<file path="src/rtl/core/dts_pkg.sv">
`timescale 1ns / 1ps

package dts_pkg;

  // Table sizing
  localparam int MAX_TASKS  = 32;
  localparam int SLOT_SPACE = 32;
  localparam int SLOT_LIMIT = (MAX_TASKS > SLOT_SPACE) ? SLOT_SPACE : MAX_TASKS;
  localparam int SLOT_W     = 5;
  localparam int IDX_W      = SLOT_W + 1;
  localparam int TICK_W     = 64;
  localparam int HOLD_W     = 16;

  localparam logic [IDX_W-1:0] SLOT_LIMIT_V = IDX_W'(SLOT_LIMIT);

  // Stream widths, fields packed from bit 0 and padded to whole bytes
  localparam int OP_W       = 4;
  localparam int IN_FIELD_W = SLOT_W + 1 + TICK_W + TICK_W;
  localparam int IN_DATA_W  = ((IN_FIELD_W + 7) / 8) * 8;
  localparam int OUT_FIELD_W = SLOT_W + 1 + 1 + TICK_W + SLOT_W + 1;
  localparam int OUT_DATA_W  = ((OUT_FIELD_W + 7) / 8) * 8;

  typedef enum logic [OP_W-1:0] {
    OP_REGISTER   = 4'd0,
    OP_UNREGISTER = 4'd1,
    OP_PLAN_ZERO  = 4'd2,
    OP_PLAN_ABS   = 4'd3,
    OP_PLAN_SPIN  = 4'd4,
    OP_PLAN_NOW   = 4'd5,
    OP_RUN        = 4'd6,
    OP_HOLD       = 4'd7,
    OP_RELEASE    = 4'd8
  } op_t;

  // Commands from the controller to the datapath
  typedef struct packed {
    logic exec;        // apply a non-run operation and load its result
    logic scan_start;  // latch spin time and read slot 0
    logic adv;         // step the scan to the next slot
    logic take;        // dispatch the slot under check
    logic flush;       // load the closing result of a run pass
  } dts_cmd_t;

  // Status from the datapath to the controller
  typedef struct packed {
    logic chk_valid;
    logic chk_due;
    logic have_pend;
    logic out_free;
  } dts_stat_t;

endpackage

</file>
<file path="src/rtl/core/dts_ctrl.sv">
`timescale 1ns / 1ps

module dts_ctrl (
  input  logic                   clk,
  input  logic                   rst,
  input  logic                   s_tvalid,
  output logic                   s_tready,
  input  logic [dts_pkg::OP_W-1:0] opcode,
  input  dts_pkg::dts_stat_t     stat,
  output dts_pkg::dts_cmd_t      cmd
);
  import dts_pkg::*;

  typedef enum logic [2:0] {
    S_IDLE  = 3'b001,
    S_SCAN  = 3'b010,
    S_FLUSH = 3'b100
  } state_t;

  state_t state, state_next;
  logic   stall;

  // Hold a due slot while the previous dispatch still waits for the output
  assign stall = stat.chk_valid & stat.chk_due & stat.have_pend & ~stat.out_free;

  always_comb begin
    state_next = state;
    cmd        = '0;
    s_tready   = 1'b0;
    case (state)
      S_IDLE: begin
        s_tready = stat.out_free;
        if (s_tvalid && stat.out_free) begin
          if (opcode == OP_RUN) begin
            cmd.scan_start = 1'b1;
            state_next     = S_SCAN;
          end else begin
            cmd.exec = 1'b1;
          end
        end
      end
      S_SCAN: begin
        if (stat.chk_valid) begin
          cmd.adv  = ~stall;
          cmd.take = stat.chk_due & ~stall;
        end else begin
          state_next = S_FLUSH;
        end
      end
      S_FLUSH: begin
        if (stat.out_free) begin
          cmd.flush  = 1'b1;
          state_next = S_IDLE;
        end
      end
      default: begin
        state_next = S_IDLE;
      end
    endcase
  end

  always_ff @(posedge clk) begin
    if (rst) begin
      state <= S_IDLE;
    end else begin
      state <= state_next;
    end
  end

endmodule

</file>
<file path="src/rtl/core/dts_dpath.sv">
`timescale 1ns / 1ps

module dts_dpath (
  input  logic                       clk,
  input  logic                       rst,
  input  dts_pkg::dts_cmd_t          cmd,
  output dts_pkg::dts_stat_t         stat,
  input  logic [dts_pkg::OP_W-1:0]   opcode,
  input  logic [dts_pkg::SLOT_W-1:0] slot_sel,
  input  logic                       use_current,
  input  logic [dts_pkg::TICK_W-1:0] tick_amount,
  input  logic [dts_pkg::TICK_W-1:0] time_now,
  input  logic                       m_tready,
  output logic                       m_tvalid,
  output logic                       m_tlast,
  output logic [dts_pkg::SLOT_W-1:0] slot_out,
  output logic                       slot_due,
  output logic                       status,
  output logic [dts_pkg::TICK_W-1:0] spin_time,
  output logic [dts_pkg::SLOT_W-1:0] current_slot,
  output logic                       sleep_allowed
);
  import dts_pkg::*;

  function automatic logic [SLOT_SPACE-1:0] limit_mask();
    logic [SLOT_SPACE-1:0] m;
    m = '0;
    for (int i = 0; i < SLOT_SPACE; i++) begin
      m[i] = (i < SLOT_LIMIT);
    end
    return m;
  endfunction

  // Lowest set bit
  function automatic logic [SLOT_W-1:0] low_bit(input logic [SLOT_SPACE-1:0] v);
    logic [SLOT_W-1:0] pos;
    pos = '0;
    for (int i = SLOT_SPACE - 1; i >= 0; i--) begin
      if (v[i]) pos = SLOT_W'(i);
    end
    return pos;
  endfunction

  // Highest set bit, zero when none
  function automatic logic [SLOT_W-1:0] high_bit(input logic [SLOT_SPACE-1:0] v);
    logic [SLOT_W-1:0] pos;
    pos = '0;
    for (int i = 0; i < SLOT_SPACE; i++) begin
      if (v[i]) pos = SLOT_W'(i);
    end
    return pos;
  endfunction

  localparam logic [SLOT_SPACE-1:0] LIMIT_MASK = limit_mask();

  // Deadline memory: one write and one registered read per cycle
  logic [TICK_W-1:0] dl_mem [SLOT_SPACE];
  logic [TICK_W-1:0] rd_data;

  // Scheduler state
  logic [SLOT_SPACE-1:0] slot_valid;
  logic [SLOT_W-1:0]     highest_used;
  logic [SLOT_W-1:0]     dispatched;
  logic [TICK_W-1:0]     spin_tick;
  logic [HOLD_W-1:0]     hold_cnt;

  // Scan pipeline
  logic [IDX_W-1:0]  rd_idx;
  logic [SLOT_W-1:0] chk_idx;
  logic              chk_valid;
  logic              have_pend;
  logic [SLOT_W-1:0] pend_slot;

  // Non-run operation decode
  logic [SLOT_SPACE-1:0] free_vec;
  logic                  free_found;
  logic [SLOT_W-1:0]     free_slot;
  logic [SLOT_SPACE-1:0] sel_bit;
  logic [SLOT_SPACE-1:0] valid_clr;
  logic [SLOT_W-1:0]     lower_top;
  logic                  sel_ok;
  logic [SLOT_W-1:0]     target;
  logic                  target_ok;
  logic [HOLD_W-1:0]     hold_next;

  logic              wr_en;
  logic [SLOT_W-1:0] wr_addr;
  logic [TICK_W-1:0] wr_data;
  logic              rd_en;
  logic [SLOT_W-1:0] rd_addr;

  logic              out_free;
  logic              out_load;
  logic [SLOT_W-1:0] ld_slot;
  logic              ld_due;
  logic              ld_status;
  logic              ld_last;
  logic [SLOT_W-1:0] ld_current;
  logic              ld_sleep;

  assign free_vec   = ~slot_valid & LIMIT_MASK;
  assign free_found = |free_vec;
  assign free_slot  = low_bit(free_vec);
  assign sel_bit    = SLOT_SPACE'(1) << slot_sel;
  assign valid_clr  = slot_valid & ~sel_bit;
  assign lower_top  = high_bit(valid_clr & (sel_bit - SLOT_SPACE'(1)));
  assign sel_ok     = {1'b0, slot_sel} < SLOT_LIMIT_V;
  assign target     = use_current ? dispatched : slot_sel;
  assign target_ok  = {1'b0, target} < SLOT_LIMIT_V;

  // Saturating sleep-hold count
  always_comb begin
    hold_next = hold_cnt;
    if (opcode == OP_HOLD && hold_cnt != '1) hold_next = hold_cnt + HOLD_W'(1);
    if (opcode == OP_RELEASE && hold_cnt != '0) hold_next = hold_cnt - HOLD_W'(1);
  end

  // Select the memory write
  always_comb begin
    wr_en   = 1'b0;
    wr_addr = chk_idx;
    wr_data = '1;
    if (cmd.take) begin
      wr_en = 1'b1;
    end else if (cmd.exec) begin
      wr_addr = target;
      case (opcode)
        OP_REGISTER: begin
          wr_en   = free_found;
          wr_addr = free_slot;
          wr_data = tick_amount;
        end
        OP_PLAN_ZERO: begin
          wr_en   = target_ok;
          wr_data = '0;
        end
        OP_PLAN_ABS: begin
          wr_en   = target_ok;
          wr_data = tick_amount;
        end
        OP_PLAN_SPIN: begin
          wr_en   = target_ok;
          wr_data = spin_tick + tick_amount;
        end
        OP_PLAN_NOW: begin
          wr_en   = target_ok;
          wr_data = time_now + tick_amount;
        end
        default: begin
          wr_en = 1'b0;
        end
      endcase
    end
  end

  assign rd_en   = cmd.scan_start | cmd.adv;
  assign rd_addr = cmd.scan_start ? '0 : rd_idx[SLOT_W-1:0];

  always_ff @(posedge clk) begin
    if (wr_en) dl_mem[wr_addr] <= wr_data;
    if (rd_en) rd_data <= dl_mem[rd_addr];
  end

  // Status toward the controller
  assign out_free       = ~m_tvalid | m_tready;
  assign stat.chk_valid = chk_valid;
  assign stat.chk_due   = chk_valid & slot_valid[chk_idx] & (spin_tick >= rd_data);
  assign stat.have_pend = have_pend;
  assign stat.out_free  = out_free;

  // Table and counter updates
  always_ff @(posedge clk) begin
    if (rst) begin
      slot_valid   <= '0;
      highest_used <= '0;
      dispatched   <= '0;
      spin_tick    <= '0;
      hold_cnt     <= '0;
    end else begin
      if (cmd.exec) begin
        hold_cnt <= hold_next;
        case (opcode)
          OP_REGISTER: begin
            if (free_found) begin
              slot_valid[free_slot] <= 1'b1;
              if (free_slot > highest_used) highest_used <= free_slot;
            end
          end
          OP_UNREGISTER: begin
            if (sel_ok) begin
              slot_valid <= valid_clr;
              if (highest_used == slot_sel) highest_used <= lower_top;
            end
          end
          default: begin
          end
        endcase
      end
      if (cmd.scan_start) spin_tick <= time_now;
      if (cmd.take) dispatched <= chk_idx;
    end
  end

  // Advance the scan one slot per cycle while it is not stalled
  always_ff @(posedge clk) begin
    if (rst) begin
      rd_idx    <= '0;
      chk_idx   <= '0;
      chk_valid <= 1'b0;
      have_pend <= 1'b0;
      pend_slot <= '0;
    end else begin
      if (cmd.scan_start) begin
        rd_idx    <= IDX_W'(1);
        chk_idx   <= '0;
        chk_valid <= 1'b1;
        have_pend <= 1'b0;
      end else if (cmd.adv) begin
        rd_idx    <= rd_idx + IDX_W'(1);
        chk_idx   <= rd_idx[SLOT_W-1:0];
        chk_valid <= rd_idx <= {1'b0, highest_used};
      end
      if (cmd.take) begin
        have_pend <= 1'b1;
        pend_slot <= chk_idx;
      end
      if (cmd.flush) have_pend <= 1'b0;
    end
  end

  // Build the next result
  always_comb begin
    out_load   = 1'b0;
    ld_slot    = '0;
    ld_due     = 1'b0;
    ld_status  = 1'b0;
    ld_last    = 1'b1;
    ld_current = dispatched;
    ld_sleep   = (hold_cnt == '0);
    if (cmd.exec) begin
      out_load  = 1'b1;
      ld_sleep  = (hold_next == '0);
      if (opcode == OP_REGISTER) begin
        ld_slot   = free_found ? free_slot : '0;
        ld_status = ~free_found;
      end
    end else if (cmd.take && have_pend) begin
      out_load   = 1'b1;
      ld_slot    = pend_slot;
      ld_due     = 1'b1;
      ld_last    = 1'b0;
      ld_current = pend_slot;
    end else if (cmd.flush) begin
      out_load = 1'b1;
      if (have_pend) begin
        ld_slot    = pend_slot;
        ld_due     = 1'b1;
        ld_current = pend_slot;
      end
    end
  end

  // Output register
  always_ff @(posedge clk) begin
    if (rst) begin
      m_tvalid <= 1'b0;
    end else if (out_load) begin
      m_tvalid <= 1'b1;
    end else if (m_tready) begin
      m_tvalid <= 1'b0;
    end
  end

  always_ff @(posedge clk) begin
    if (out_load) begin
      slot_out      <= ld_slot;
      slot_due      <= ld_due;
      status        <= ld_status;
      m_tlast       <= ld_last;
      spin_time     <= cmd.scan_start ? time_now : spin_tick;
      current_slot  <= ld_current;
      sleep_allowed <= ld_sleep;
    end
  end

endmodule

</file>
<file path="src/rtl/core/deadline_task_scheduler.sv">
`timescale 1ns / 1ps

// Channel   Dir  Signals                        Moves
// s_*       in   tvalid tready tdata tuser      one command transfer
// m_*       out  tvalid tready tdata tlast      one result transfer
//
// Non-run commands give one result each.
// A run pass scans up to the highest used slot: the deadline memory has one
// read port, so the scan checks one slot per cycle while it is not stalled.
// A stalled output holds the scan only when a second due slot is found.
// Reset is synchronous; no clearing pass is needed, the table starts empty.
module deadline_task_scheduler (
  input  logic                              clk,
  input  logic                              rst,
  input  logic                              s_tvalid,
  output logic                              s_tready,
  // slot_sel[4:0], use_current[5], tick_amount[69:6], time_now[133:70]
  input  logic [dts_pkg::IN_DATA_W-1:0]     s_tdata,
  // opcode[3:0]
  input  logic [dts_pkg::OP_W-1:0]          s_tuser,
  output logic                              m_tvalid,
  input  logic                              m_tready,
  // slot_out[4:0], slot_due[5], status[6], spin_time[70:7],
  // current_slot[75:71], sleep_allowed[76]
  output logic [dts_pkg::OUT_DATA_W-1:0]    m_tdata,
  output logic                              m_tlast
);
  import dts_pkg::*;

  dts_cmd_t          cmd;
  dts_stat_t         stat;
  logic [SLOT_W-1:0] slot_out;
  logic              slot_due;
  logic              status;
  logic [TICK_W-1:0] spin_time;
  logic [SLOT_W-1:0] current_slot;
  logic              sleep_allowed;

  dts_ctrl u_ctrl (
    .clk      (clk),
    .rst      (rst),
    .s_tvalid (s_tvalid),
    .s_tready (s_tready),
    .opcode   (s_tuser),
    .stat     (stat),
    .cmd      (cmd)
  );

  dts_dpath u_dpath (
    .clk           (clk),
    .rst           (rst),
    .cmd           (cmd),
    .stat          (stat),
    .opcode        (s_tuser),
    .slot_sel      (s_tdata[SLOT_W-1:0]),
    .use_current   (s_tdata[SLOT_W]),
    .tick_amount   (s_tdata[SLOT_W+1 +: TICK_W]),
    .time_now      (s_tdata[SLOT_W+1+TICK_W +: TICK_W]),
    .m_tready      (m_tready),
    .m_tvalid      (m_tvalid),
    .m_tlast       (m_tlast),
    .slot_out      (slot_out),
    .slot_due      (slot_due),
    .status        (status),
    .spin_time     (spin_time),
    .current_slot  (current_slot),
    .sleep_allowed (sleep_allowed)
  );

  assign m_tdata = {(OUT_DATA_W - OUT_FIELD_W)'(0), sleep_allowed, current_slot,
                    spin_time, status, slot_due, slot_out};

endmodule

</file>
<file path="config.mk">
export PLATFORM = sky130hd
export DESIGN_NAME = deadline_task_scheduler
export DESIGN_NICKNAME = d
export VERILOG_FILES = /design/src/rtl/core/dts_pkg.sv /design/src/rtl/core/dts_ctrl.sv /design/src/rtl/core/dts_dpath.sv /design/src/rtl/core/deadline_task_scheduler.sv
export SDC_FILE = /design/constraint.sdc
export NUM_CORES = 2
export LEC_CHECK = 0
export BUFFER_PORTS_ARGS = -buffer_cell sky130_fd_sc_hd__buf_2
export CAP_MARGIN = 30
export CELL_PAD_IN_SITES_DETAIL_PLACEMENT = 0
export CELL_PAD_IN_SITES_GLOBAL_PLACEMENT = 2
export CORE_UTILIZATION = 47
export CTS_BUF_LIST = sky130_fd_sc_hd__clkbuf_8
export CTS_CLUSTER_DIAMETER = 100
export DETAILED_ROUTE_END_ITERATION = 7
export PLACE_DENSITY = 0.9
export SYNTH_ARGS = -nofsm -noshare
export SYNTH_HDL_FRONTEND = slang
export SYNTH_SLANG_ARGS = --single-unit
</file>
<file path="constraint.sdc">
create_clock -name clk -period 27.7 [get_ports clk]
set_clock_uncertainty 0.2 [all_clocks]
set_input_delay 1.385 -clock clk [delete_from_list [all_inputs] [get_ports clk]]
set_output_delay 1.385 -clock clk [all_outputs]
set_load 0.02 [all_outputs]
</file>
# Word level (Yosys, flattened, before mapping)
# Memories as Yosys holds them, arrays and structs flattened. A register that Yosys moved wholly into a read port is not among the register bits.
# Cells that the tools add are included.
# classes
addsub	6
magnitude_cmp	6
eq_ne	20
n_shift	1
muxes	125
bitwise	17
reduce_logical	22
# ops
op	count
$mux W5	62
$pmux W64 S4	1
$mux W64	3
$add A64 B64 Y64	2
$and A32 B32 Y32	2
$ge A64 B64 Y1	1
$not A32 Y32	2
$pmux W32 S2	1
$logic_not A16 Y1	2
$mux W16	2
$mux W32	1
$mux W4	8
$or A32 B32 Y32	1
$reduce_or A32 Y1	1
$shl A1 B5 Y32 const A	1
$sub A32 B1 Y32 const B	1
$mux W1	28
$mux W3	8
$add A16 B1 Y16 const B	1
$eq A4 B3 Y1 const B	4
$ne A16 B16 Y1 const B	1
$reduce_bool A16 Y1	1
$sub A16 B1 Y16 const B	1
$lt A5 B6 Y1 const B	2
31 further kinds	60
# totals
register_bits	217
ram_bits	2048
inputBits	144
output_inout_bits	83
elab_cells	217
memories	1
# mem_list
memory	depth	word_bits	rd	rd_ports_with_merged_regs	write_ports	line	rtl
u_dpath.dl_mem	32	64	1	1	1	dts_dpath.sv:57	logic [TICK_W-1:0] dl_mem [SLOT_SPACE];

# Depth between registers and ports, before layout
# depth
ltp_word	40
depth_mapped	21
depth_no_buf	18

# Modules after synthesis
# Synthesis repeated with hierarchy kept, for this count alone.
# hier_totals
hier_cells	6237
hier_area_um2	96715.3
# by_module_without_submodules
module	n_inst	cells_each	area_per_inst_um2	seq_area_each_um2
dts_dpath	1	6204	96441.2	68485.7
dts_ctrl	1	26	225.2	60.1
deadline_task_scheduler	1	7	48.8	0.0

# Worst setup path before layout
# No wires, ideal clock.
# synth_timing
path_kind	in2reg
start	input s_tuser[2] in the netlist's numbering
end	memory u_dpath.dl_mem[20][0] (enable)
setup_time_ns	0.644
arrival_time_ns	9.148
t_required_ns	26.856
slack_ns	17.708
stages	8
path_buffers	3
cell_sequence	clkbuf_1 nand3b_1 o21ai_1 clkbuf_1 a21oi_1 or2_1 clkbuf_1 nor4_1
# synth_between
elab_chain_cells	8
word_cells_on_any_way	18
classes_between	eq/ne: 5; mux: 11; reduce/logical: 2
# synth_rtl
item	line	rtl
from (decl)	deadline_task_scheduler.sv:20	input logic [dts_pkg::OP_W-1:0] s_tuser,
$eq A4 B3 Y1	dts_ctrl.sv:34	if (opcode == OP_RUN) begin
$mux W1	dts_ctrl.sv:34	
$mux W2	dts_ctrl.sv:33	if (s_tvalid && stat.out_free) begin
$mux W2	dts_ctrl.sv:30	case (state)
$mux W1	dts_dpath.sv:125	end else if (cmd.exec) begin
$mux W1	dts_dpath.sv:123	if (cmd.take) begin
$mux W1	dts_dpath.sv:160	if (wr_en) dl_mem[wr_addr] <= wr_data;
$mux W1 (implied by the code)	dts_dpath.sv:160	
to (decl)	dts_dpath.sv:57	
# Several ways; a longest one is shown, not always the timed one.

# Worst setup path in the final report
# layout_timing
start	register u_dpath.rd_data[57] (read register of u_dpath.dl_mem)
end	memory u_dpath.dl_mem[1][23] (enable)
# layout_between
elab_chain_cells	12
word_cells_on_any_way	13
classes_between	order compare: 1; mux: 6; bitwise: 6
# layout_rtl
item	line	rtl
from (decl)	dts_dpath.sv:58	logic [TICK_W-1:0] rd_data;
$ge A64 B64 Y1 (*)	dts_dpath.sv:167	assign stat.chk_due = chk_valid & slot_valid[chk_idx] & (spin_tick >= rd_data);
$and A1 B1 Y1 (*)	dts_dpath.sv:167	
$and A1 B1 Y1 (3 in series)	dts_ctrl.sv:24	assign stall = stat.chk_valid & stat.chk_due & stat.have_pend & ~stat.out_free;
$not A1 Y1	dts_ctrl.sv:45	cmd.take = stat.chk_due & ~stall;
$and A1 B1 Y1 (*)	dts_ctrl.sv:45	
$mux W2 (*)	dts_ctrl.sv:43	if (stat.chk_valid) begin
$mux W2 (*)	dts_ctrl.sv:30	
$mux W1	dts_dpath.sv:123	
$mux W1	dts_dpath.sv:160	
$mux W1 (implied by the code)	dts_dpath.sv:160	
# Mark *: on every way between the ends. The rest lies on a longest branch, timed or not.

==> impl_metrics.yaml <==
status:
  run_status: "finished clean"
cells_and_area:
  multi_input_area_um2: 28400
  syn_to_final_growth_pct: 12.6
  nets: 8223
  ff_latch_area_um2: 68600
  num-fill-cells: 17195
  finalNonFillerCells: 11017
  drive_gt1_frac: 0.140
  mostFrequentLayoutCell: "edfxtp_1"
  final_cell_mix: "edfxtp_1 (2,190), nand2_1 (1,318), nand3_1 (511)"
  final_core_utilization: 0.535
placement:
  port_buffers: 221
  placed_cells: 10325
  dp_slack_ns: 19.92
  hpwl_um: 186000
  gp_congestion: 0.909
routing:
  wirelength_um: 327000
  avgViaCountPerCell: 6.33
  ant_nets: 0
  drt_iter0_drc: 9379
  drc_errors: 0
  avgRoutedWirePerCell_um: 29.7
  drt_pass1_iterations: 8
  via_count: 69743
logic_synthesis:
  synth_edf_count: 2190
  ys_async_sr_fraction: 0
  synth_area_um2: 98800
  ys_seq_elements: 2329
  yosys_warnings: 0
  yosysUniqueCellTypes: 93
  yosysSeqAreaShare: 0.694
  syn_inst: 7612
  avgSynthCellArea_um2: 13.0
  synth-main-ff-cell: "edfxtp_1"
global_routing:
  grt_start_max_net_pins: 171
  antenna_found_initial: 18
  grt_pass1_vias: 65818
  grt_first_pass_wirelength_um: 462000
  track_usage: 0.303
  gr-total-overflow: 0
clock_network:
  path_clk_slew_ns: 0.06
  cts_resized: 0
  clockBufferDepth: 4
  clk_latency_ns: 1.12
  cts_made_buffers: 390
  cts.sinks: 2329
  root_buffer: "clkbuf_8"
  post_cts_buffers: 0
  cts_tree: "yes"
  cts-hold-fix-buffers: 0
  htree_num_levels: 5
worst_setup_path:
  crit_path_frequent_cell: "buf_4"
  critPathKind: "reg -> reg"
  max_stage_delay_ns: 0.93
  critPathBufInv: 3
  worstPathArrival_ns: 7.71
  cp.required_ns: 28.14
  worstPathCellList: "inv_1 > ha_1 > nand4_1 > nor3_2 > nand2_1 > or4_1 > a2111oi_4 > o21ai_2 > o311a_1 > nand2b_1 > nor2_4 > buf_4 > buf_4"
  path_max_fanout: 28
  critPathCaptureType: "flop"
  critPathLaunchType: "flop"
  slowest_stage: "nor2_4"
  crit_family: "simple AND/OR/NAND/NOR gates"
power:
  leakage_nw: 37.7
  powerDensity_nw_per_um2: 65.4
  peakVddDrop_uv: 48.3
sta:
  layout_setup_ws_ns: 20.43
  fin_crit_sh: 0.262
  period_needed_ns: 7.27
  hold_violations: 0
  drv_slew: 0
  rsz0062_at_grt: "no"
  whs_ns: 0.282
  fin_setup_tns_ns: 0
  slew_headroom: 0.283
  setup_violations: 0
  max_freq_ghz: 0.138
  worst_pin_slew_ns: 1.08
floorplanning:
  core_area_um2: 208000
  rows: 167
  die_w_um: 461
  initial_core_util: 0.475
  die-area_um2: 212000
  ios: 227
  die_y_um: 461
job:
  maxCapViolCount: 0
hold_path:
  hp-class: "reg -> reg"
[worst reg2reg max path, delay by kind of cell, from the launching register on]
kind                       cells  cell delay, ns
AOI/OAI and AO/OA              3            1.30
adders and majority gates      1            0.31
buffers and inverters          3            1.51
DFF                            1            0.50
and+or+nand+nor                6            2.99
[final timing paths]
check,from,end,slack [ns],depth (start not counted)
setup / recovery,u_dpath.rd_data[57]$_DFFE_PP_,u_dpath.dl_mem[1][23]$_DFFE_PP_,20.43,13
hold / removal,u_dpath.chk_idx[3]$_SDFFE_PP0P_,u_dpath.dispatched[3]$_SDFFE_PP0P_,0.28,2
setup reg to reg,u_dpath.rd_data[57]$_DFFE_PP_,u_dpath.dl_mem[1][23]$_DFFE_PP_,20.43,13
hold reg to reg,u_dpath.chk_idx[3]$_SDFFE_PP0P_,u_dpath.dispatched[3]$_SDFFE_PP0P_,0.28,2
[routing by layer]
| layer | track usage | vias to the layer above | part of all wire |
|---|---|---|---|
| met2 | 0.470 | 4480 | 0.45 |
| li1 | - | 29817 | - |
| met5 | 0 | - | 0.00010 |
| met4 | 0.112 | 6 | 0.037 |
| met3 | 0.0660 | 690 | 0.12 |
| met1 | 0.418 | 34750 | 0.39 |
[logic make-up (layout without fill, tap and decap cells)]
family	Yosys count	in the layout	synth area share
and+or+nand+nor	2560	2560	0.115
DFF	2329	2329	0.694
AOI/OAI and AO/OA	1633	1633	0.113
buffers and inverters	634	1239	0.0254
muxes	220	220	0.0275
adders and majority gates	143	143	0.0182
xor gates and xnor gates	92	92	0.00815
other	1	13	0.0000379
[state kept, by name (all words and copies together), names as in the netlist, 3 cells and up]
register / cells
u_ctrl.state: 3
u_dpath.chk_idx: 5
u_dpath.current_slot: 5
u_dpath.dispatched: 5
u_dpath.dl_mem: 2048
u_dpath.highest_used: 5
u_dpath.hold_cnt: 16
u_dpath.rd_data: 64
u_dpath.rd_idx: 6
u_dpath.slot_out: 5
u_dpath.slot_valid: 32
u_dpath.spin_tick: 64
u_dpath.spin_time: 64
[power by group]
group	switching, mW	internal (mW)	leakage [nW]
logic	0.377	0.132	13.4
registers	0.0160	3.96	20.4
clock network	1.36	1.43	3.97
[final cells by class]
| type | count | share of cell area |
|---|---|---|
| clock buffer | 401 | 0.0496 |
| inverter | 116 | 0.00396 |
| clock inverter | 274 | 0.0124 |
| tap | 2788 | 0.0314 |
| timing repair buffer | 448 | 0.0313 |
| multi-input combinational | 4651 | 0.255 |
| antenna | 10 | 0.000225 |
| sequential | 2329 | 0.616 |
[Yosys cell counts, types with 20 or more instances]
cell type  count  share of area
nand3_1      511          0.026
nand2b_1      21         0.0013
a41oi_1       22         0.0019
xor2_1        43         0.0038
a211oi_1     124         0.0094
and3_1        83         0.0053
mux4_2        35         0.0080
mux2_2        63         0.0072
nor4_1        20         0.0013
o221ai_1     147          0.013
edfxtp_1    2190           0.67
clkbuf_1     382          0.015
or3_1        108         0.0068
inv_1        114         0.0043
dfxtp_1      139          0.028
nor2b_1       25         0.0016
nor2_1       304          0.012
o211ai_1     124         0.0094
o21ai_1       27         0.0014
a21oi_1      402          0.020
o21a_1        21         0.0016
a31oi_1       56         0.0035
buf_2         80         0.0041
o22ai_1      101         0.0064
o21ai_0      213          0.011
nand4_1       37         0.0023
buf_1         49         0.0019
a311oi_1     154          0.014
a21o_1        48         0.0036
ha_1         142          0.018
o31ai_1       44         0.0033
nand2_1     1332          0.051
mux2i_1      122          0.012
nor3_1        65         0.0033
xnor2_1       49         0.0043
[stage by stage]
stage	power [mW]	instance area [um^2]
2_1_floorplan	4.32	98800
3_3_place_gp	4.52	104000
3_5_place_dp	4.54	104000
4_1_cts	7.29	111000
5_1_grt	7.48	111000
6_report	7.27	111000
(Power assumes the default switching activity.)
